--- config.mk ---
export PLATFORM = sky130hd
export DESIGN_NAME = pose_hold_matcher_flat
export DESIGN_NICKNAME = d
export VERILOG_FILES = /design/src/hw/rtl/phm_pkg.sv /design/src/hw/rtl/phm_channels_if.sv /design/src/hw/rtl/phm_ctrl.sv /design/src/hw/rtl/phm_datapath.sv /design/src/hw/rtl/pose_hold_matcher.sv /design/src/flat_wrapper.sv
export VERILOG_INCLUDE_DIRS = /design/src /design/src/hw/rtl
export SDC_FILE = /design/constraint.sdc
export NUM_CORES = 1
export LEC_CHECK = 0
export BUFFER_PORTS_ARGS = -buffer_cell sky130_fd_sc_hd__buf_4
export CORE_MARGIN = 3
export CORE_UTILIZATION = 65
export DETAILED_ROUTE_END_ITERATION = 16
export GPL_TIMING_DRIVEN = 0
export PLACE_DENSITY = 0.85
export SYNTH_ARGS = -nofsm -noshare
export SYNTH_HDL_FRONTEND = slang
export SYNTH_SLANG_ARGS = --single-unit
--- constraint.sdc ---
create_clock -name clk -period 14.1 [get_ports clk]
set_clock_uncertainty 0.05 [all_clocks]
set_input_delay 3.525 -clock clk [delete_from_list [all_inputs] [get_ports clk]]
set_output_delay 3.525 -clock clk [all_outputs]
set_load 0.02 [all_outputs]
--- src/hw/rtl/pose_hold_matcher_macros.svh ---
// assertion macros for the pose hold matcher
// used by phm_ctrl and phm_datapath; compiled out when SYNTH is defined
`ifndef POSE_HOLD_MATCHER_MACROS_SVH
`define POSE_HOLD_MATCHER_MACROS_SVH
`ifndef SYNTH
// property checked at every rising edge outside reset
`define PHM_ASSERT(label, clk, rst_n, prop) \
	label: assert property (@(posedge clk) disable iff (!rst_n) (prop)) \
		else $error("phm assertion failed");
// condition in one cycle implies outcome in the next
`define PHM_ASSERT_NEXT(label, clk, rst_n, pre, post) \
	label: assert property (@(posedge clk) disable iff (!rst_n) (pre) |=> (post)) \
		else $error("phm assertion failed");
`else
`define PHM_ASSERT(label, clk, rst_n, prop)
`define PHM_ASSERT_NEXT(label, clk, rst_n, pre, post)
`endif
`endif

--- src/hw/rtl/phm_pkg.sv ---
// shared types and constants of the pose hold matcher
// no dependencies; used by every other rtl file but the macros header
`default_nettype none
package phm_pkg;

	localparam int MAX_JOINTS    = 8;
	localparam int SLOT_W        = $clog2(MAX_JOINTS);
	localparam int USED_W        = $clog2(MAX_JOINTS + 1);
	localparam int ANGLE_W       = 14;
	localparam int TGT_W         = 16;
	localparam int TOL_W         = 12;
	localparam int HOLD_W        = 16;
	localparam int TIME_W        = 32;
	localparam int SUM_W         = 15;
	localparam int PROG_W        = 9;
	localparam int CFG_DATA_W    = 64;
	localparam int CFG_IDX_W     = 3;

	// one turn in 1/16 degree and the wrap point
	localparam int TURN_UNITS    = 5760;
	localparam int HALF_TURN     = 2880;
	// modulo reduction: offset makes the difference positive, four subtract steps
	localparam int RED_W         = 17;
	localparam int RED_STEPS     = 4;
	localparam int DIFF_OFFSET   = TURN_UNITS << (RED_STEPS - 1);
	localparam int MOD_W         = 13;
	localparam int SUM_MAX       = 32767;
	localparam int FULL_PROGRESS = 256;
	localparam int DIV_STEPS     = 8;
	localparam int DIV_CNT_W     = $clog2(DIV_STEPS);

	// configuration register indexes
	localparam logic [CFG_IDX_W-1:0] REG_TGT_FIRST  = 3'd0;
	localparam logic [CFG_IDX_W-1:0] REG_TGT_SECOND = 3'd1;
	localparam logic [CFG_IDX_W-1:0] REG_JOINT_CNT  = 3'd2;
	localparam logic [CFG_IDX_W-1:0] REG_TOLERANCE  = 3'd3;
	localparam logic [CFG_IDX_W-1:0] REG_HOLD_MS    = 3'd4;

	localparam logic [TOL_W-1:0]  TOL_RESET  = 12'd64;
	localparam logic [HOLD_W-1:0] HOLD_RESET = 16'd500;

	typedef enum logic [1:0] {
		EV_NONE  = 2'd0,
		EV_START = 2'd1,
		EV_RECOG = 2'd2,
		EV_END   = 2'd3
	} event_t;

	typedef enum logic [2:0] {
		ST_IDLE,
		ST_DIFF,
		ST_REDUCE,
		ST_CHECK,
		ST_ELAPSED,
		ST_DIVIDE,
		ST_EMIT
	} state_t;

	typedef struct packed {
		logic [CFG_DATA_W-1:0] tgt_first;
		logic [CFG_DATA_W-1:0] tgt_second;
		logic [3:0]            joint_count;
		logic [TOL_W-1:0]      tolerance;
		logic [HOLD_W-1:0]     hold_ms;
	} cfg_t;

	// controller to datapath
	typedef struct packed {
		logic load;
		logic diff;
		logic reduce;
		logic check;
		logic elapsed;
		logic div_step;
		logic emit;
	} cmd_t;

	// datapath to controller
	typedef struct packed {
		logic last;
		logic need_div;
		logic out_busy;
	} status_t;

endpackage
`default_nettype wire

--- src/hw/rtl/phm_channels_if.sv ---
// valid/ready channel interfaces for joint items and frame results
// depends on phm_pkg for field widths
`default_nettype none
interface phm_in_if;
	logic                               valid;
	logic                               ready;
	logic [phm_pkg::SLOT_W-1:0]         slot;
	logic signed [phm_pkg::ANGLE_W-1:0] measured_angle;
	logic                               last_in_frame;
	logic [phm_pkg::TIME_W-1:0]         frame_time_ms;

	modport source (output valid, slot, measured_angle, last_in_frame, frame_time_ms,
		input ready);
	modport sink (input valid, slot, measured_angle, last_in_frame, frame_time_ms,
		output ready);
endinterface

interface phm_out_if;
	logic                            valid;
	logic                            ready;
	logic [phm_pkg::MAX_JOINTS-1:0]  aligned_mask;
	logic [phm_pkg::SUM_W-1:0]       total_angle_diff;
	logic [phm_pkg::PROG_W-1:0]      completion;
	logic [1:0]                      event_res;
	logic                            pose_active;

	modport source (output valid, aligned_mask, total_angle_diff, completion, event_res,
		pose_active, input ready);
	modport sink (input valid, aligned_mask, total_angle_diff, completion, event_res,
		pose_active, output ready);
endinterface
`default_nettype wire

--- src/hw/rtl/phm_ctrl.sv ---
// controller state machine of the pose hold matcher
// depends on phm_pkg and pose_hold_matcher_macros.svh; drives phm_datapath
`default_nettype none
`include "pose_hold_matcher_macros.svh"
module phm_ctrl (
	input  wire logic             clk,
	input  wire logic             arst_n,
	input  wire logic             item_valid,
	output logic                  item_ready,
	input  wire phm_pkg::status_t status,
	output phm_pkg::cmd_t         cmd
);

	phm_pkg::state_t               state_q;
	phm_pkg::state_t               state_d;
	logic [phm_pkg::DIV_CNT_W-1:0] cnt_q;

	// state register and divide step counter
	always_ff @(posedge clk or negedge arst_n) begin
		if (!arst_n) begin
			state_q <= phm_pkg::ST_IDLE;
			cnt_q   <= '0;
		end else begin
			state_q <= state_d;
			if (state_q == phm_pkg::ST_ELAPSED) begin
				cnt_q <= '0;
			end else if (state_q == phm_pkg::ST_DIVIDE) begin
				cnt_q <= cnt_q + 1'b1;
			end
		end
	end

	// next state and commands
	always_comb begin
		state_d    = state_q;
		cmd        = '0;
		item_ready = 1'b0;
		unique case (state_q)
			phm_pkg::ST_IDLE: begin
				item_ready = 1'b1;
				if (item_valid) begin
					cmd.load = 1'b1;
					state_d  = phm_pkg::ST_DIFF;
				end
			end
			phm_pkg::ST_DIFF: begin
				cmd.diff = 1'b1;
				state_d  = phm_pkg::ST_REDUCE;
			end
			phm_pkg::ST_REDUCE: begin
				cmd.reduce = 1'b1;
				state_d    = phm_pkg::ST_CHECK;
			end
			phm_pkg::ST_CHECK: begin
				cmd.check = 1'b1;
				state_d   = status.last ? phm_pkg::ST_ELAPSED : phm_pkg::ST_IDLE;
			end
			phm_pkg::ST_ELAPSED: begin
				cmd.elapsed = 1'b1;
				state_d     = status.need_div ? phm_pkg::ST_DIVIDE : phm_pkg::ST_EMIT;
			end
			phm_pkg::ST_DIVIDE: begin
				cmd.div_step = 1'b1;
				if (cnt_q == phm_pkg::DIV_CNT_W'(phm_pkg::DIV_STEPS - 1)) begin
					state_d = phm_pkg::ST_EMIT;
				end
			end
			phm_pkg::ST_EMIT: begin
				if (!status.out_busy) begin
					cmd.emit = 1'b1;
					state_d  = phm_pkg::ST_IDLE;
				end
			end
			default: begin
				state_d = phm_pkg::ST_IDLE;
			end
		endcase
	end

	// a transfer reaches the tolerance check after the difference and reduction states
	`PHM_ASSERT(a_item_to_check, clk, arst_n, (state_q == phm_pkg::ST_IDLE && item_valid) |-> ##3 (state_q == phm_pkg::ST_CHECK))
	// a frame that needs the divider spends exactly its step count there
	`PHM_ASSERT(a_divide_len, clk, arst_n, (state_q == phm_pkg::ST_ELAPSED && status.need_div) |-> ##9 (state_q == phm_pkg::ST_EMIT))

endmodule
`default_nettype wire

--- src/hw/rtl/phm_datapath.sv ---
// datapath of the pose hold matcher: angle check, frame state, hold timer,
// bit-serial progress divider and result register; depends on phm_pkg, phm_channels_if and the macros
`default_nettype none
`include "pose_hold_matcher_macros.svh"
module phm_datapath (
	input  wire logic                               clk,
	input  wire logic                               arst_n,
	input  wire phm_pkg::cfg_t                      cfg,
	input  wire phm_pkg::cmd_t                      cmd,
	output phm_pkg::status_t                        status,
	input  wire logic [phm_pkg::SLOT_W-1:0]         slot,
	input  wire logic signed [phm_pkg::ANGLE_W-1:0] measured_angle,
	input  wire logic                               last_in_frame,
	input  wire logic [phm_pkg::TIME_W-1:0]         frame_time_ms,
	phm_out_if.source                               results
);

	localparam int NJ = phm_pkg::MAX_JOINTS;

	// captured item
	logic [phm_pkg::SLOT_W-1:0]         slot_q;
	logic signed [phm_pkg::ANGLE_W-1:0] meas_q;
	logic                               last_q;
	logic [phm_pkg::TIME_W-1:0]         time_q;
	// working values
	logic                               in_use_q;
	logic [phm_pkg::RED_W-1:0]          diff_q;
	logic [phm_pkg::MOD_W-1:0]          mod_q;
	logic                               aligned_q;
	logic                               sat_q;
	logic                               gt_q;
	logic [NJ-1:0]                      mask_q;
	logic [phm_pkg::HOLD_W-1:0]         rem_q;
	logic [7:0]                         quo_q;
	// frame and hold state
	logic                               broken_q;
	logic [NJ-1:0]                      bits_q;
	logic [phm_pkg::SUM_W-1:0]          sum_q;
	logic                               started_q;
	logic [phm_pkg::TIME_W-1:0]         start_q;
	logic                               active_q;
	logic [phm_pkg::PROG_W-1:0]         prog_q;
	// result register
	logic                               out_valid_q;
	logic [NJ-1:0]                      out_mask_q;
	logic [phm_pkg::SUM_W-1:0]          out_sum_q;
	logic [phm_pkg::PROG_W-1:0]         out_prog_q;
	phm_pkg::event_t                    ev_q;

	// slots in use and their mask
	logic [phm_pkg::USED_W-1:0] used;
	logic [NJ-1:0]              used_mask;
	assign used = (cfg.joint_count > 4'(NJ)) ? phm_pkg::USED_W'(NJ)
		: phm_pkg::USED_W'(cfg.joint_count);
	assign used_mask = NJ'(((NJ+1)'(1) << used) - (NJ+1)'(1));

	// template angle of the captured slot, offset difference
	logic [2*phm_pkg::CFG_DATA_W-1:0]   targets;
	logic signed [phm_pkg::TGT_W-1:0]   tgt;
	logic signed [phm_pkg::RED_W:0]     diff_full;
	assign targets   = {cfg.tgt_second, cfg.tgt_first};
	assign tgt       = targets[{slot_q, 4'b0} +: phm_pkg::TGT_W];
	assign diff_full = (phm_pkg::RED_W+1)'(meas_q) - (phm_pkg::RED_W+1)'(tgt)
		+ (phm_pkg::RED_W+1)'(phm_pkg::DIFF_OFFSET);

	// modulo one turn by restoring subtraction of shifted turns
	logic [phm_pkg::RED_W-1:0] red;
	always_comb begin
		red = diff_q;
		for (int k = phm_pkg::RED_STEPS - 1; k >= 0; k--) begin
			if (red >= (phm_pkg::RED_W'(phm_pkg::TURN_UNITS) << k)) begin
				red = red - (phm_pkg::RED_W'(phm_pkg::TURN_UNITS) << k);
			end
		end
	end

	// wrapped absolute difference and saturating sum
	logic [phm_pkg::MOD_W-1:0]   wrap_mag;
	logic [phm_pkg::TOL_W-1:0]   abs_diff;
	logic [phm_pkg::SUM_W:0]     sum_ext;
	logic [phm_pkg::SUM_W-1:0]   sum_sat;
	assign wrap_mag = (mod_q >= phm_pkg::MOD_W'(phm_pkg::HALF_TURN))
		? phm_pkg::MOD_W'(phm_pkg::TURN_UNITS) - mod_q : mod_q;
	assign abs_diff = wrap_mag[phm_pkg::TOL_W-1:0];
	assign sum_ext  = (phm_pkg::SUM_W+1)'(sum_q) + (phm_pkg::SUM_W+1)'(abs_diff);
	assign sum_sat  = (sum_ext > (phm_pkg::SUM_W+1)'(phm_pkg::SUM_MAX))
		? phm_pkg::SUM_W'(phm_pkg::SUM_MAX) : sum_ext[phm_pkg::SUM_W-1:0];

	// frame end: alignment, elapsed time, divisor
	logic                        aligned_w;
	logic [phm_pkg::TIME_W-1:0]  elapsed;
	logic [phm_pkg::HOLD_W-1:0]  divisor;
	logic                        sat_w;
	assign aligned_w = !broken_q && ((bits_q & used_mask) == used_mask);
	assign elapsed   = time_q - start_q;
	assign divisor   = (cfg.hold_ms == '0) ? phm_pkg::HOLD_W'(1) : cfg.hold_ms;
	assign sat_w     = elapsed >= phm_pkg::TIME_W'(divisor);

	// one quotient bit per step
	logic [phm_pkg::HOLD_W:0] rem_shift;
	logic                     q_bit;
	assign rem_shift = {rem_q, 1'b0};
	assign q_bit     = rem_shift >= (phm_pkg::HOLD_W+1)'(divisor);

	// hold tracking at frame end
	logic                       started_d;
	logic                       active_d;
	logic [phm_pkg::PROG_W-1:0] prog_d;
	phm_pkg::event_t            ev_d;
	always_comb begin
		started_d = started_q;
		active_d  = active_q;
		prog_d    = prog_q;
		ev_d      = phm_pkg::EV_NONE;
		if (aligned_q) begin
			if (!active_q) begin
				if (!started_q) begin
					started_d = 1'b1;
					prog_d    = '0;
					ev_d      = phm_pkg::EV_START;
				end else begin
					prog_d = sat_q ? phm_pkg::PROG_W'(phm_pkg::FULL_PROGRESS)
						: phm_pkg::PROG_W'(quo_q);
					if (gt_q) begin
						started_d = 1'b0;
						active_d  = 1'b1;
						ev_d      = phm_pkg::EV_RECOG;
					end
				end
			end
		end else begin
			if (prog_q != '0) begin
				ev_d = phm_pkg::EV_END;
			end
			prog_d    = '0;
			started_d = 1'b0;
			active_d  = 1'b0;
		end
	end

	// item capture and working registers
	always_ff @(posedge clk) begin
		if (cmd.load) begin
			slot_q <= slot;
			meas_q <= measured_angle;
			last_q <= last_in_frame;
			time_q <= frame_time_ms;
		end
		if (cmd.diff) begin
			in_use_q <= phm_pkg::USED_W'(slot_q) < used;
			diff_q   <= diff_full[phm_pkg::RED_W-1:0];
		end
		if (cmd.reduce) begin
			mod_q <= red[phm_pkg::MOD_W-1:0];
		end
		if (cmd.elapsed) begin
			aligned_q <= aligned_w;
			sat_q     <= sat_w;
			gt_q      <= elapsed > phm_pkg::TIME_W'(cfg.hold_ms);
			mask_q    <= bits_q & used_mask;
			rem_q     <= elapsed[phm_pkg::HOLD_W-1:0];
			quo_q     <= '0;
		end
		if (cmd.div_step) begin
			rem_q <= q_bit ? phm_pkg::HOLD_W'(rem_shift - (phm_pkg::HOLD_W+1)'(divisor))
				: rem_shift[phm_pkg::HOLD_W-1:0];
			quo_q <= {quo_q[6:0], q_bit};
		end
		if (cmd.emit) begin
			out_mask_q <= mask_q;
			out_sum_q  <= sum_q;
			out_prog_q <= prog_d;
		end
	end

	// frame, hold and result control state
	always_ff @(posedge clk or negedge arst_n) begin
		if (!arst_n) begin
			broken_q    <= 1'b0;
			bits_q      <= '0;
			sum_q       <= '0;
			started_q   <= 1'b0;
			start_q     <= '0;
			active_q    <= 1'b0;
			prog_q      <= '0;
			out_valid_q <= 1'b0;
			ev_q        <= phm_pkg::EV_NONE;
		end else begin
			if (cmd.check && in_use_q) begin
				if (abs_diff > cfg.tolerance) begin
					broken_q <= 1'b1;
				end else begin
					bits_q[slot_q] <= 1'b1;
					sum_q          <= sum_sat;
				end
			end
			if (cmd.emit) begin
				broken_q    <= 1'b0;
				bits_q      <= '0;
				sum_q       <= '0;
				started_q   <= started_d;
				active_q    <= active_d;
				prog_q      <= prog_d;
				ev_q        <= ev_d;
				out_valid_q <= 1'b1;
				if (aligned_q && !active_q && !started_q) begin
					start_q <= time_q;
				end
			end else if (results.ready) begin
				out_valid_q <= 1'b0;
			end
		end
	end

	// status and result channel
	assign status.last     = last_q;
	assign status.need_div = aligned_w && !active_q && started_q && !sat_w;
	assign status.out_busy = out_valid_q && !results.ready;

	assign results.valid            = out_valid_q;
	assign results.aligned_mask     = out_mask_q;
	assign results.total_angle_diff = out_sum_q;
	assign results.completion       = out_prog_q;
	assign results.event_res        = ev_q;
	assign results.pose_active      = active_q;

	// the hold timer never runs while the pose is active
	`PHM_ASSERT(a_timer_active_excl, clk, arst_n, !(active_q && started_q))
	// a recognized event always comes with the active flag
	`PHM_ASSERT(a_recog_active, clk, arst_n, (ev_q == phm_pkg::EV_RECOG) |-> active_q)
	// a start event leaves the timer running with no progress
	`PHM_ASSERT_NEXT(a_start_timer, clk, arst_n, cmd.emit && ev_d == phm_pkg::EV_START, started_q && prog_q == '0)

endmodule
`default_nettype wire

--- src/hw/rtl/pose_hold_matcher.sv ---
// Pose hold matcher. Joint angles arrive one per transfer on items; each is
// wrapped against its template angle and checked against the tolerance. The
// transfer marked last_in_frame closes the frame and, once the result is
// taken from results, the frame mask, sum, hold progress, event and active
// flag appear as one result transfer. A joint transfer occupies the block
// through capture, difference, modulo reduction and check; a closing one
// adds the elapsed and result steps, and the divide steps while the hold
// timer runs below full progress, since the progress quotient comes from a
// bit-serial divider that yields one bit per cycle. A waiting result delays
// only the next frame close. Configuration writes on wr_en/wr_index/
// wr_data are taken at any time; writes to indexes past hold_ms are dropped.
// depends on phm_pkg, phm_channels_if, phm_ctrl and phm_datapath
`default_nettype none
module pose_hold_matcher (
	input  wire logic                                clk,
	input  wire logic                                arst_n,
	input  wire logic                                wr_en,
	input  wire logic [phm_pkg::CFG_IDX_W-1:0]       wr_index,
	input  wire logic [phm_pkg::CFG_DATA_W-1:0]      wr_data,
	phm_in_if.sink                                   items,
	phm_out_if.source                                results
);

	phm_pkg::cfg_t    cfg_q;
	phm_pkg::cmd_t    cmd;
	phm_pkg::status_t status;
	logic             item_ready;

	// configuration registers
	always_ff @(posedge clk or negedge arst_n) begin
		if (!arst_n) begin
			cfg_q.tgt_first   <= '0;
			cfg_q.tgt_second  <= '0;
			cfg_q.joint_count <= '0;
			cfg_q.tolerance   <= phm_pkg::TOL_RESET;
			cfg_q.hold_ms     <= phm_pkg::HOLD_RESET;
		end else if (wr_en) begin
			unique case (wr_index)
				phm_pkg::REG_TGT_FIRST:  cfg_q.tgt_first   <= wr_data;
				phm_pkg::REG_TGT_SECOND: cfg_q.tgt_second  <= wr_data;
				phm_pkg::REG_JOINT_CNT:  cfg_q.joint_count <= wr_data[3:0];
				phm_pkg::REG_TOLERANCE:  cfg_q.tolerance   <= wr_data[phm_pkg::TOL_W-1:0];
				phm_pkg::REG_HOLD_MS:    cfg_q.hold_ms     <= wr_data[phm_pkg::HOLD_W-1:0];
				default: begin
				end
			endcase
		end
	end

	assign items.ready = item_ready;

	// sequencing
	phm_ctrl u_ctrl (
		.clk        (clk),
		.arst_n     (arst_n),
		.item_valid (items.valid),
		.item_ready (item_ready),
		.status     (status),
		.cmd        (cmd)
	);

	// arithmetic and state
	phm_datapath u_datapath (
		.clk            (clk),
		.arst_n         (arst_n),
		.cfg            (cfg_q),
		.cmd            (cmd),
		.status         (status),
		.slot           (items.slot),
		.measured_angle (items.measured_angle),
		.last_in_frame  (items.last_in_frame),
		.frame_time_ms  (items.frame_time_ms),
		.results        (results)
	);

endmodule
`default_nettype wire

--- src/flat_wrapper.sv ---
// flat-port wrapper written by rule: the top's interface ports become plain ports
module pose_hold_matcher_flat 
  (clk, arst_n, wr_en, wr_index, wr_data, items_valid, items_slot, items_measured_angle, items_last_in_frame, items_frame_time_ms, items_ready, results_valid, results_aligned_mask, results_total_angle_diff, results_completion, results_event_res, results_pose_active, results_ready);
  phm_in_if items_i ();
  phm_out_if results_i ();
  input  wire logic clk;
  input  wire logic arst_n;
  input  wire logic wr_en;
  input  wire logic [phm_pkg::CFG_IDX_W-1:0] wr_index;
  input  wire logic [phm_pkg::CFG_DATA_W-1:0] wr_data;
  input wire logic [$bits(items_i.valid)-1:0] items_valid;
  input wire logic [$bits(items_i.slot)-1:0] items_slot;
  input wire logic [$bits(items_i.measured_angle)-1:0] items_measured_angle;
  input wire logic [$bits(items_i.last_in_frame)-1:0] items_last_in_frame;
  input wire logic [$bits(items_i.frame_time_ms)-1:0] items_frame_time_ms;
  output wire logic [$bits(items_i.ready)-1:0] items_ready;
  output wire logic [$bits(results_i.valid)-1:0] results_valid;
  output wire logic [$bits(results_i.aligned_mask)-1:0] results_aligned_mask;
  output wire logic [$bits(results_i.total_angle_diff)-1:0] results_total_angle_diff;
  output wire logic [$bits(results_i.completion)-1:0] results_completion;
  output wire logic [$bits(results_i.event_res)-1:0] results_event_res;
  output wire logic [$bits(results_i.pose_active)-1:0] results_pose_active;
  input wire logic [$bits(results_i.ready)-1:0] results_ready;
  assign items_i.valid = items_valid;
  assign items_i.slot = items_slot;
  assign items_i.measured_angle = items_measured_angle;
  assign items_i.last_in_frame = items_last_in_frame;
  assign items_i.frame_time_ms = items_frame_time_ms;
  assign items_ready = items_i.ready;
  assign results_valid = results_i.valid;
  assign results_aligned_mask = results_i.aligned_mask;
  assign results_total_angle_diff = results_i.total_angle_diff;
  assign results_completion = results_i.completion;
  assign results_event_res = results_i.event_res;
  assign results_pose_active = results_i.pose_active;
  assign results_i.ready = results_ready;
  pose_hold_matcher u_core (.clk(clk), .arst_n(arst_n), .wr_en(wr_en), .wr_index(wr_index), .wr_data(wr_data), .items(items_i), .results(results_i));
endmodule
; Word level (Yosys, flattened, before mapping)
; Index checks and enable logic that the tools add are counted.
[op_classes]
n_eq_ne = 17
shifts = 2
muxes = 61
n_reduce_logical = 33
bitwise_logic = 2
magnitude_cmp = 14
n_addsub = 12
[op_table]
columns = operator, count
row1 = variable part select 128 x 8 -> 16 bit, 1
row2 = two-way mux 16 bit, 4
row3 = two-way mux 15 bit, 4
row4 = two-way mux 17 bit, 3
row5 = two-way mux 8 bit, 5
row6 = two-way mux 9 bit, 4
row7 = greater-or-equal comparator 32 x 16 -> 1 bit, 1
row8 = > comparator 32 x 16 -> 1 bit, 1
row9 = subtractor 32 bit, 1
row10 = two-way mux 1 bit, 24
row11 = one-hot mux 3 bit (7 select lines), 1
row12 = two-way mux 3 bit, 6
row13 = AND reduction 2 bit, 9
row14 = "adder 17 bit, second input constant", 1
row15 = "greater-or-equal comparator 17 x 13 -> 1 bit, second input constant", 1
row16 = "greater-or-equal comparator 17 x 14 -> 1 bit, second input constant", 1
row17 = "greater-or-equal comparator 17 x 15 -> 1 bit, second input constant", 1
row18 = greater-or-equal comparator 17 x 16 -> 1 bit, 1
row19 = "greater-or-equal comparator 17 x 16 -> 1 bit, second input constant", 1
row20 = subtractor 14 x 16 -> 17 bit, 1
row21 = "subtractor 17 x 14 -> 17 bit, second input constant", 1
row22 = "subtractor 17 x 15 -> 17 bit, second input constant", 1
row23 = "subtractor 17 x 16 -> 17 bit, second input constant", 1
row24 = adder 15 x 12 -> 16 bit, 1
row25 = 33 further kinds, 66
[totals]
ff_bits = 384
inputBits = 122

; Logic depth before layout (Yosys ltp)
; Gate-level depths: netlist of the first run.
[logic_depth]
depth_word = 12
depth_mapped = 22

; Modules after synthesis
; Synthesis of the first run repeated with hierarchy kept, for this count alone.
[unflattened]
cells_unflattened = 1890
hier_area_um2 = 21388.0
[by_module_without_submodules]
columns = module, cells_each, n_inst, area_each_um2
row1 = phm_datapath, 1506, 1, 14906.8
row2 = pose_hold_matcher, 342, 1, 6113.4
row3 = phm_ctrl, 42, 1, 367.9

; Worst setup path before layout of the first run
; Ideal clock, no wire load.
[synth_path]
kind = input to register
startpoint = in results_ready
endpoint = reg u_core.u_datapath.prog_q[0] (netlist bit)
path_slack_ps = 8456
arrival_time_ps = 5528
cell_stages = 7
path_buffers = 2
setup_ps = 66
cell_sequence = nand2b_1 nand2_1 clkbuf_1 clkinv_1 nand2b_1 clkbuf_1 a22o_1
[synth_rtl]
columns = item, line_no
row1 = from (decl), flat_wrapper.sv:23  ; input wire logic [$bits(results_i.ready)-1:0] results_ready;
row2 = to (signal assigned), phm_datapath.sv:203  ; prog_q <= prog_d;
row3 = to (decl), phm_datapath.sv:42  ; logic [phm_pkg::PROG_W-1:0] prog_q;

; Worst setup path after layout of the first run
[layout_path]
startpoint = reg u_core.u_datapath.slot_q[1] (netlist bit)
endpoint = reg u_core.u_datapath.diff_q[16] (netlist bit), data pin
[layout_via]
elab_chain_cells = 3
[layout_lines]
columns = item, line_no
row1 = from (decl), phm_datapath.sv:21  ; logic [phm_pkg::SLOT_W-1:0] slot_q;
row2 = from (signal assigned), phm_datapath.sv:144  ; slot_q <= slot;
row3 = variable part select 128 x 8 -> 16 bit, phm_datapath.sv:62  ; assign tgt = targets[{slot_q, 4'b0} +: phm_pkg::TGT_W];
row4 = subtractor 14 x 16 -> 17 bit, phm_datapath.sv:63  ; assign diff_full = (phm_pkg::RED_W+1)'(meas_q) - (phm_pkg::RED_W+1)'(tgt)
row5 = adder 17 bit, phm_datapath.sv:64  ; + (phm_pkg::RED_W+1)'(phm_pkg::DIFF_OFFSET);
row6 = via u_core.u_datapath.diff_full (one bit), phm_datapath.sv:60  ; logic signed [phm_pkg::RED_W:0] diff_full;
row7 = to (signal assigned), phm_datapath.sv:151  ; diff_q <= diff_full[phm_pkg::RED_W-1:0];
row8 = to (decl), phm_datapath.sv:27  ; logic [phm_pkg::RED_W-1:0] diff_q;
; The timed path passes the listed nets, and every way through them passes these cells.
; A chain may end at the register's enable or synchronous reset.

==> results of run 1 <==
==> cells by family (layout without fill, tap and decap cells) <==
logic type | count (synthesis) | in the layout | synth area share, %
flops | 384 | 384 | 49.14
xor+xnor | 75 | 75 | 3.188
simple gates | 396 | 396 | 9.563
fa+ha+maj | 148 | 148 | 8.904
mux | 190 | 190 | 10.17
buf+inv | 205 | 445 | 3.745
compound gates | 460 | 460 | 15.29
other cells | 0 | 2 | 0
==> cells in the mapped netlist, types with 12 or more instances <==
library cell    n
a22o_1         38
o21bai_1       18
nand4_1        14
mux2_2        179
a21oi_1        91
a221oi_1       16
nand3_1        37
nor2_1         81
o211ai_1       16
o21ai_0        94
xor2_1         24
nor4_1         12
a22oi_1        42
nand2b_1       24
and3_1         27
inv_1         137
edfxtp_1      148
nand2_1        94
nor3_1         27
dfrtp_1       229
a21o_1         34
clkbuf_1       57
nor2b_1        25
ha_1          142
xnor2_1        49
==> area by class of cell <==
class / instances / area [sq um] / area share (%)
Antenna cell: 2 / 5.005 / 0.02052
Buffer: 67 / 272.8 / 1.118
Clock buffer: 57 / 1189 / 4.874
Clock inverter: 19 / 236.5 / 0.9696
Inverter: 138 / 518.0 / 2.124
Multi-Input combinational cell: 1269 / 9947 / 40.78
Sequential cell: 384 / 10360 / 42.47
Tap cell: 435 / 544.3 / 2.232
Timing Repair Buffer: 164 / 1319 / 5.407
==> power groups by stage <==
stage          registers (uW)  clock network, uW  logic [uW]
2_1_floorplan            1740                  0        2460
3_3_place_gp             1770                  0        3070
3_5_place_dp             1790                  0        3220
4_1_cts                  1780               1130        3270
5_1_grt                  1810               1170        3680
6_report                 1780               1120        3330
==> sequential cells by signal, summed over array words and instances, names as in the netlist, 2 cells and up <==
register                                    flops
u_core.cfg_q                                  160
u_core.u_datapath.start_q                      32
u_core.u_datapath.time_q                       32
u_core.u_datapath.diff_q                       17
u_core.u_datapath.rem_q                        16
u_core.u_datapath.results.total_angle_diff     15
u_core.u_datapath.sum_q                        15
u_core.u_datapath.meas_q                       14
u_core.u_datapath.mod_q                        13
u_core.u_datapath.prog_q                        9
u_core.u_datapath.results.completion            9
u_core.u_datapath.bits_q                        8
u_core.u_datapath.mask_q                        8
u_core.u_datapath.quo_q                         8
u_core.u_datapath.results.aligned_mask          8
u_core.u_ctrl.cnt_q                             3
u_core.u_ctrl.state_q                           3
u_core.u_datapath.slot_q                        3
u_core.u_datapath.results.event_res             2
==> per-layer routing <==
layer,up-vias,track usage [%],wire [microns]
met5,-,0,13
met3,179,6.703,4774
li1,7271,-,-
met1,7975,41.25,21660
met4,2,11.44,2039
met2,833,50.81,25710
==> through the flow <==
step | instance area [sq um] | worst slack, ns | hold WS (ns) | total power, uW | util, %
6_report | 24390 | 7.498 | 0.3714 | 6236 | 76.70
2_1_floorplan | 21080 | 8.456 | 0.3503 | 4202 | -
5_1_grt | 24380 | 7.255 | 0.3801 | 6660 | 76.68
3_3_place_gp | 22810 | 7.646 | 0.3535 | 4845 | 71.73
4_1_cts | 24360 | 7.844 | 0.3720 | 6172 | 76.60
3_5_place_dp | 22930 | 7.572 | 0.3590 | 5006 | 72.11
==> worst max path at each step <==
stage	start	end	slack (ns)	depth (start not counted)
finish	u_core.u_datapath.slot_q[1]	u_core.u_datapath.diff_q[16]	7.50	18
global route	u_core.u_datapath.slot_q[1]	u_core.u_datapath.diff_q[16]	7.26	18
CTS	u_core.u_datapath.slot_q[1]	u_core.u_datapath.diff_q[16]	7.84	18
detailed placement	results_ready	u_core.u_datapath.prog_q[6]	7.57	8
global placement	arst_n	u_core.cfg_q[141]	7.65	1
floorplan	results_ready	u_core.u_datapath.prog_q[0]	8.46	7
==> cell usage in the layout, fill, tap and decap left out, types with 7 or more instances in the layout <==
cell type / count
and3_1: 27
nor3_1: 27
a21o_1: 34
nand4_1: 14
mux2i_1: 9
nand2b_1: 24
o21ai_0: 94
a221oi_1: 16
edfxtp_1: 148
nor2b_1: 25
a22o_1: 38
or2_2: 8
buf_4: 158
a211oi_1: 9
clkbuf_16: 43
a21oi_1: 91
nor4_1: 12
dfrtp_1: 229
nor2_1: 81
clkbuf_1: 64
o21bai_1: 18
o21a_1: 10
dfstp_2: 7
nand2_1: 94
xor2_1: 24
o211ai_1: 16
clkinv_2: 7
nand3_1: 37
ha_1: 142
o2111ai_1: 7
xnor2_1: 49
mux2_2: 179
a22oi_1: 42
o311ai_0: 7
a21boi_0: 11
and2_1: 10
inv_1: 137
==> critical path, delay by kind of cell, from the launching register on <==
kind                       cells  cell delay (ns)
adders and majority gates      2             0.55
xor gates and xnor gates       1             0.11
AOI/OAI and AO/OA             11             2.69
buffers and inverters          2             0.99
DFF                            1             0.43
and+or+nand+nor                2             1.49
==> metrics, run 1 <==
startpoint types=flop; via count=16.26k; Worst path most repeated cell=a21oi_1; Setup TNS Final=0 ns; Avg Synthesized Cell Area=11.34 sq um; final setup fails=0; PwrDens=255.7 mW/mm^2; R2R setup slack=7.50 ns; Final Cycle Share=between 40 and 50%; min Tclk post-route=6.602 ns; initial antenna violation count=2; register area share after synthesis=between 40% and 50%; Max Fanout on Critical Path=10; Clock Power Share=18.0%; WHS Path Cells=0; CTS tree=yes; drt total wl=about 54000 microns; failing checks=capacitance limit; leading area contributor after synthesis=dfrtp_1; reg2reg path depth=18; Detailed Routing Iterations Pass 1=6; largest net degree at the start of global routing=123; first-pass GRT wire length=84380 microns; share of cells above drive strength 1=21.59%; die height=186.1 microns; Worst-path clk slew=0.06 ns; fill count=1996; RR Startpoint=u_core.u_datapath.slot_q[1]; Final ANT Viol Nets=0; Die Wd=186.1 microns; yosys synthesis warning count=0; Post-Syn Nets=2126; Slew @ Worst Pin=1.478 ns; Syn Inst Count=1858; Synth top area share=a little over a quarter; Worst path max stage delay=1.20 ns; Leak=between 0.01 and 0.015 uW; Routed wire per std cell=21.38 microns; Max Fclk=151.5 MHz; CP max-delay cell=nor3b_1; status=finished with violations; port bufs=158; Hold Path Sink=u_core.u_datapath.results.aligned_mask[5]; GRT Resource Usage Total=31.06%; kind of critical path=reg -> reg; synth-to-layout area growth=15.71%; TritonCTS Buffers=just over 40; Worst-Skew Late Latency=0.57 ns; Final Non-Filler Cells=2535; number of synthesized flops with an enable pin=148; unrepaired setup endpoints after global routing=false; internal power=3625 uW; # DRC=0; sequential share of power=28.6%; Area contributors post-synth=dfrtp_1, edfxtp_1, mux2_2, ha_1, inv_1; Mapped Area=0.02108 sq mm; Layout Nets=2333; flops & latches, synth=384; peak supply drop=0.1726 mV; number of primary I/O pins=159; Worst Hold Class=reg -> reg; Inst Count DP=2456; CTS sink count=384; core outline area=0.03180 sq mm; CP arrival=between 6 and 7 ns; Max-Slew Margin vs Limit=1.263%; Final HPWL DP=37960 microns; htree depth=2; Max Cap Viol=1; asr flop ratio synth=61.46%; Crit Reg-Reg Endpoint=u_core.u_datapath.diff_q[16]; prevailing post-synth register cell=dfrtp_1; Final Slew Violations=0; final hold violation count=0; CTS root buffer=clkbuf_16; Initial Util=between 60% and 70%; Net Sw Frac=a little over two fifths; die area=0.03463 sq mm; row cnt=65; Remaining Overflow, GRT=0; CTS max path bufs=3; drt initial violations=1568; CP cell instances=clkbuf_1 > nor3b_1 > clkbuf_1 > a22oi_1 > and3_1 > ha_1 > ha_1 > a21o_1 > a21oi_1 > o21bai_1 > a21oi_1 > o21bai_1 > a21oi_1 > o21ai_0 > o41ai_1 > o2111ai_1 > a21oi_1 > xnor2_1; Crit path required time=14.33 ns; Switch Pwr=2611 uW; Setup Fix Bufs, Post-CTS=0; RePlAce Congestion=0.9115; vias in the first global route=about 16k; post-CTS sizing=0; hold_buf cts=0; min-delay src=u_core.u_datapath.mask_q[5]; Crit. End Element=flop; vias per cell=6.414; Logic pwr share=53.5%; Synth cell types=85
(Power assumes the default switching activity.)
==> run 2, diff against run 1 <==
Settings changed: ABC_AREA set to 1, CORE_UTILIZATION 65 to 61, PLACE_DENSITY 0.85 to 0.81.
Clock period 14.1 ns to 6.4 ns, I/O delays scaled along.
==> metrics, run 2 <==
first-pass GRT wire length=95500 microns (+13%); startpoint types=flop; Synth cell types=56 (-34%); RePlAce Congestion=0.9609 (+5.4%); CP arrival=5.92 ns (-0.91 ns); hold_buf cts=0 (unchanged); unrepaired setup endpoints after global routing=false; most common cell after layout, fill and taps aside=nand2_1; flops & latches, synth=384 (unchanged); CTS max path bufs=3 (unchanged); Avg Synthesized Cell Area=8.642 sq um (-24%); Detailed Routing Iterations Pass 1=5 (-1); drt initial violations=1750 (+12%); post-CTS sizing=0 (unchanged); Setup Fix Bufs, Post-CTS=0 (unchanged); Max Fanout on Critical Path=10 (unchanged); Max Cap Viol=0 (-1); number of primary I/O pins=159 (unchanged); Routed wire per std cell=19.07 microns (-11%); htree depth=2 (unchanged); Slew @ Worst Pin=1.164 ns (-0.3140 ns); fill count=2629 (+32%); Worst-Skew Late Latency=0.57 ns (about the same); Final HPWL DP=45620 microns (+20%); drt total wl=60330 microns (+11%); final hold violation count=0 (unchanged); CTS tree=yes; register area share after synthesis=48.43% (-0.71 points); Remaining Overflow, GRT=0 (unchanged); Hold Worst Slack=0.3716 ns (+0.0001660 ns); number of synthesized flops with an enable pin=148 (unchanged); Final Slew Violations=0 (unchanged); WHS Path Cells=0 (unchanged); final setup fails=0 (unchanged); peak supply drop=0.4661 mV (+170%); status=complete, no violations; Area contributors post-synth=dfrtp_1, edfxtp_1, nand2_1, ha_1, inv_1; Final Power=13070 uW (+110%); via count=18.56k (+14%); kind of critical path=reg -> reg; # DRC=0 (unchanged); CP max-delay cell=nor3_1; CTS sink count=384 (unchanged); register area=0.01036 sq mm (unchanged); Die Wd=193.3 microns (+3.9%); core outline area=0.03404 sq mm (+7.0%); Crit path required time=6.64 ns (-7.69 ns); share of cells above drive strength 1=10.84% (-11 points); Post-Syn Nets=2743 (+29%); Syn Inst Count=2475 (+33%); Crit. End Element=flop; Hold Path Sink=u_core.u_datapath.results.aligned_mask[4]; commonest cells after routing, fill and taps aside=nand2_1, inv_1, o21ai_0, dfrtp_1, buf_4; Initial Util=62.84% (-3.4 points); row cnt=67 (+3.1%); min-delay src=u_core.u_datapath.mask_q[4]; TritonCTS Buffers=41 (unchanged); CTS root buffer=clkbuf_16; Crit Reg-Reg Endpoint=u_core.u_datapath.diff_q[15]; largest net degree at the start of global routing=120 (-2.4%); prevailing post-synth register cell=dfrtp_1; vias in the first global route=17.97k (+13%); synth-to-layout area growth=15.43%; number of flip-flops in the largest register=160 (unchanged); port bufs=158 (unchanged); Final Cycle Share=88.74% (+42 points); vias per cell=5.868 (-8.5%); Max Fclk=176.1 MHz (+16%); Max-Slew Margin vs Limit=21.81% (+21 points); min Tclk post-route=5.679 ns (-0.9230 ns); Worst-path clk slew=0.06 ns (about the same); RR Startpoint=u_core.u_datapath.slot_q[0]; die height=193.3 microns (+3.9%); Layout Nets=2949 (+26%); Setup TNS Final=0 ns (unchanged); most frequent cell after synthesis=nand2_1; Synth top area share=26.79% (-0.39 points); die area=0.03735 sq mm (+7.9%); asr flop ratio synth=61.46% (unchanged); area occupied by multi-input gates=0.009383 sq mm (-5.7%); Worst path max stage delay=0.96 ns (-0.24 ns); Mapped Area=0.02139 sq mm (+1.5%); GRT Resource Usage Total=31.72% (+0.66 points); Leak=0.01187 uW (+14%); initial antenna violation count=2 (unchanged); Worst path most repeated cell=nand2_1; Post-synth top cells=nand2_1, inv_1, o21ai_0; top flop regs=u_core.cfg_q (160), u_core.u_datapath.start_q (32), u_core.u_datapath.time_q (32); reg2reg path depth=29 (+11); PwrDens=529.4 mW/mm^2 (+110%); R2R setup slack=0.72 ns (-6.78 ns); yosys synthesis warning count=0 (unchanged); Final ANT Viol Nets=0 (unchanged); Top reg by flops=u_core.cfg_q; leading area contributor after synthesis=dfrtp_1; Worst Hold Class=reg -> reg
run 2: cell types whose count changed after synthesis, sizes merged, moves of 25 or more:
cell   previous run  this run
inv             137       376
nand4            14        54
a22o             38         3
mux2            180         1
xnor2            50        17
xor2             25        52
nand2            95       535
a21o             34         3
nor2b            25         0
a21oi            93       132
and3             27         1
nor2             82       160
o21ai            95       266
nand3            37       104
run 2: logic make-up after synthesis:
logic type | synth area share [%]
AND/OR/NAND/NOR | 18.28
flip-flops | 48.43
multiplexers | 0.05264
adder cells (fa/ha/maj) | 8.681
AO/OA/AOI/OAI | 13.97
XOR/XNOR | 2.825
buffers and inverters | 7.763
run 2: how the worst max path moves through the flow:
stage	to	slack, ns	startpoint	cells past startpoint
final	u_core.u_datapath.diff_q[15]	0.72	u_core.u_datapath.slot_q[0]	29
after global routing	u_core.u_datapath.diff_q[15]	0.17	u_core.u_datapath.slot_q[0]	29
after CTS	u_core.u_datapath.diff_q[15]	0.87	u_core.u_datapath.slot_q[0]	29
after detailed placement	u_core.u_datapath.diff_q[15]	0.92	u_core.u_datapath.slot_q[0]	29
after global placement	u_core.u_datapath.meas_q[1]	0.85	items_valid	3
after floorplan	u_core.u_datapath.diff_q[15]	2.10	u_core.u_datapath.slot_q[0]	29
run 2: worst max-delay path, delay by kind of cell, from the launching register on:
| family | cells | cell delay (ns) |
|---|---|---|
| xor gates and xnor gates | 1 | 0.17 |
| buffers and inverters | 6 | 1.12 |
| and+or+nand+nor | 14 | 1.99 |
| AOI/OAI and AO/OA | 5 | 0.79 |
| adders and majority gates | 3 | 0.91 |
| DFF | 1 | 0.38 |
run 2: cell type report:
cell class / count / share of cell area (%)
flip-flops and latches: 384 / 41.96
multi-input cells: 1649 / 38.00
inverters: 378 / 5.747
clock buffers: 65 / 5.362
repair buffers: 163 / 5.215
well taps: 448 / 2.270
plain buffers: 64 / 0.9831
clock inverters: 10 / 0.4460
diodes: 2 / 0.02027
run 2: layer usage:
layer  GRT usage (%)  vias to the layer above  wire length [microns]
met4           12.99                        0                   2367
met1           45.93                     8824                  26350
met3           5.479                      143                   4943
met5               0                        -                      0
li1                -                     8713                      -
met2           47.92                      882                  26670
run 2: power breakdown:
group          switching (uW)  total, uW  internal (uW)
clock network             995       2500           1510
logic                    4320       6750           2420
registers                 416       3820           3410
total                    5740      13100           7330
run 2: through the flow:
step	setup slack [ns]	std cells	utilization [%]	area, sq um
3_5_place_dp	0.9179	3086	68.31	23250
5_1_grt	0.1700	3163	72.54	24690
3_3_place_gp	0.8535	3081	67.98	23140
6_report	0.7206	3163	72.54	24690
4_1_cts	0.8715	3161	72.53	24680
2_1_floorplan	2.101	2475	-	21390
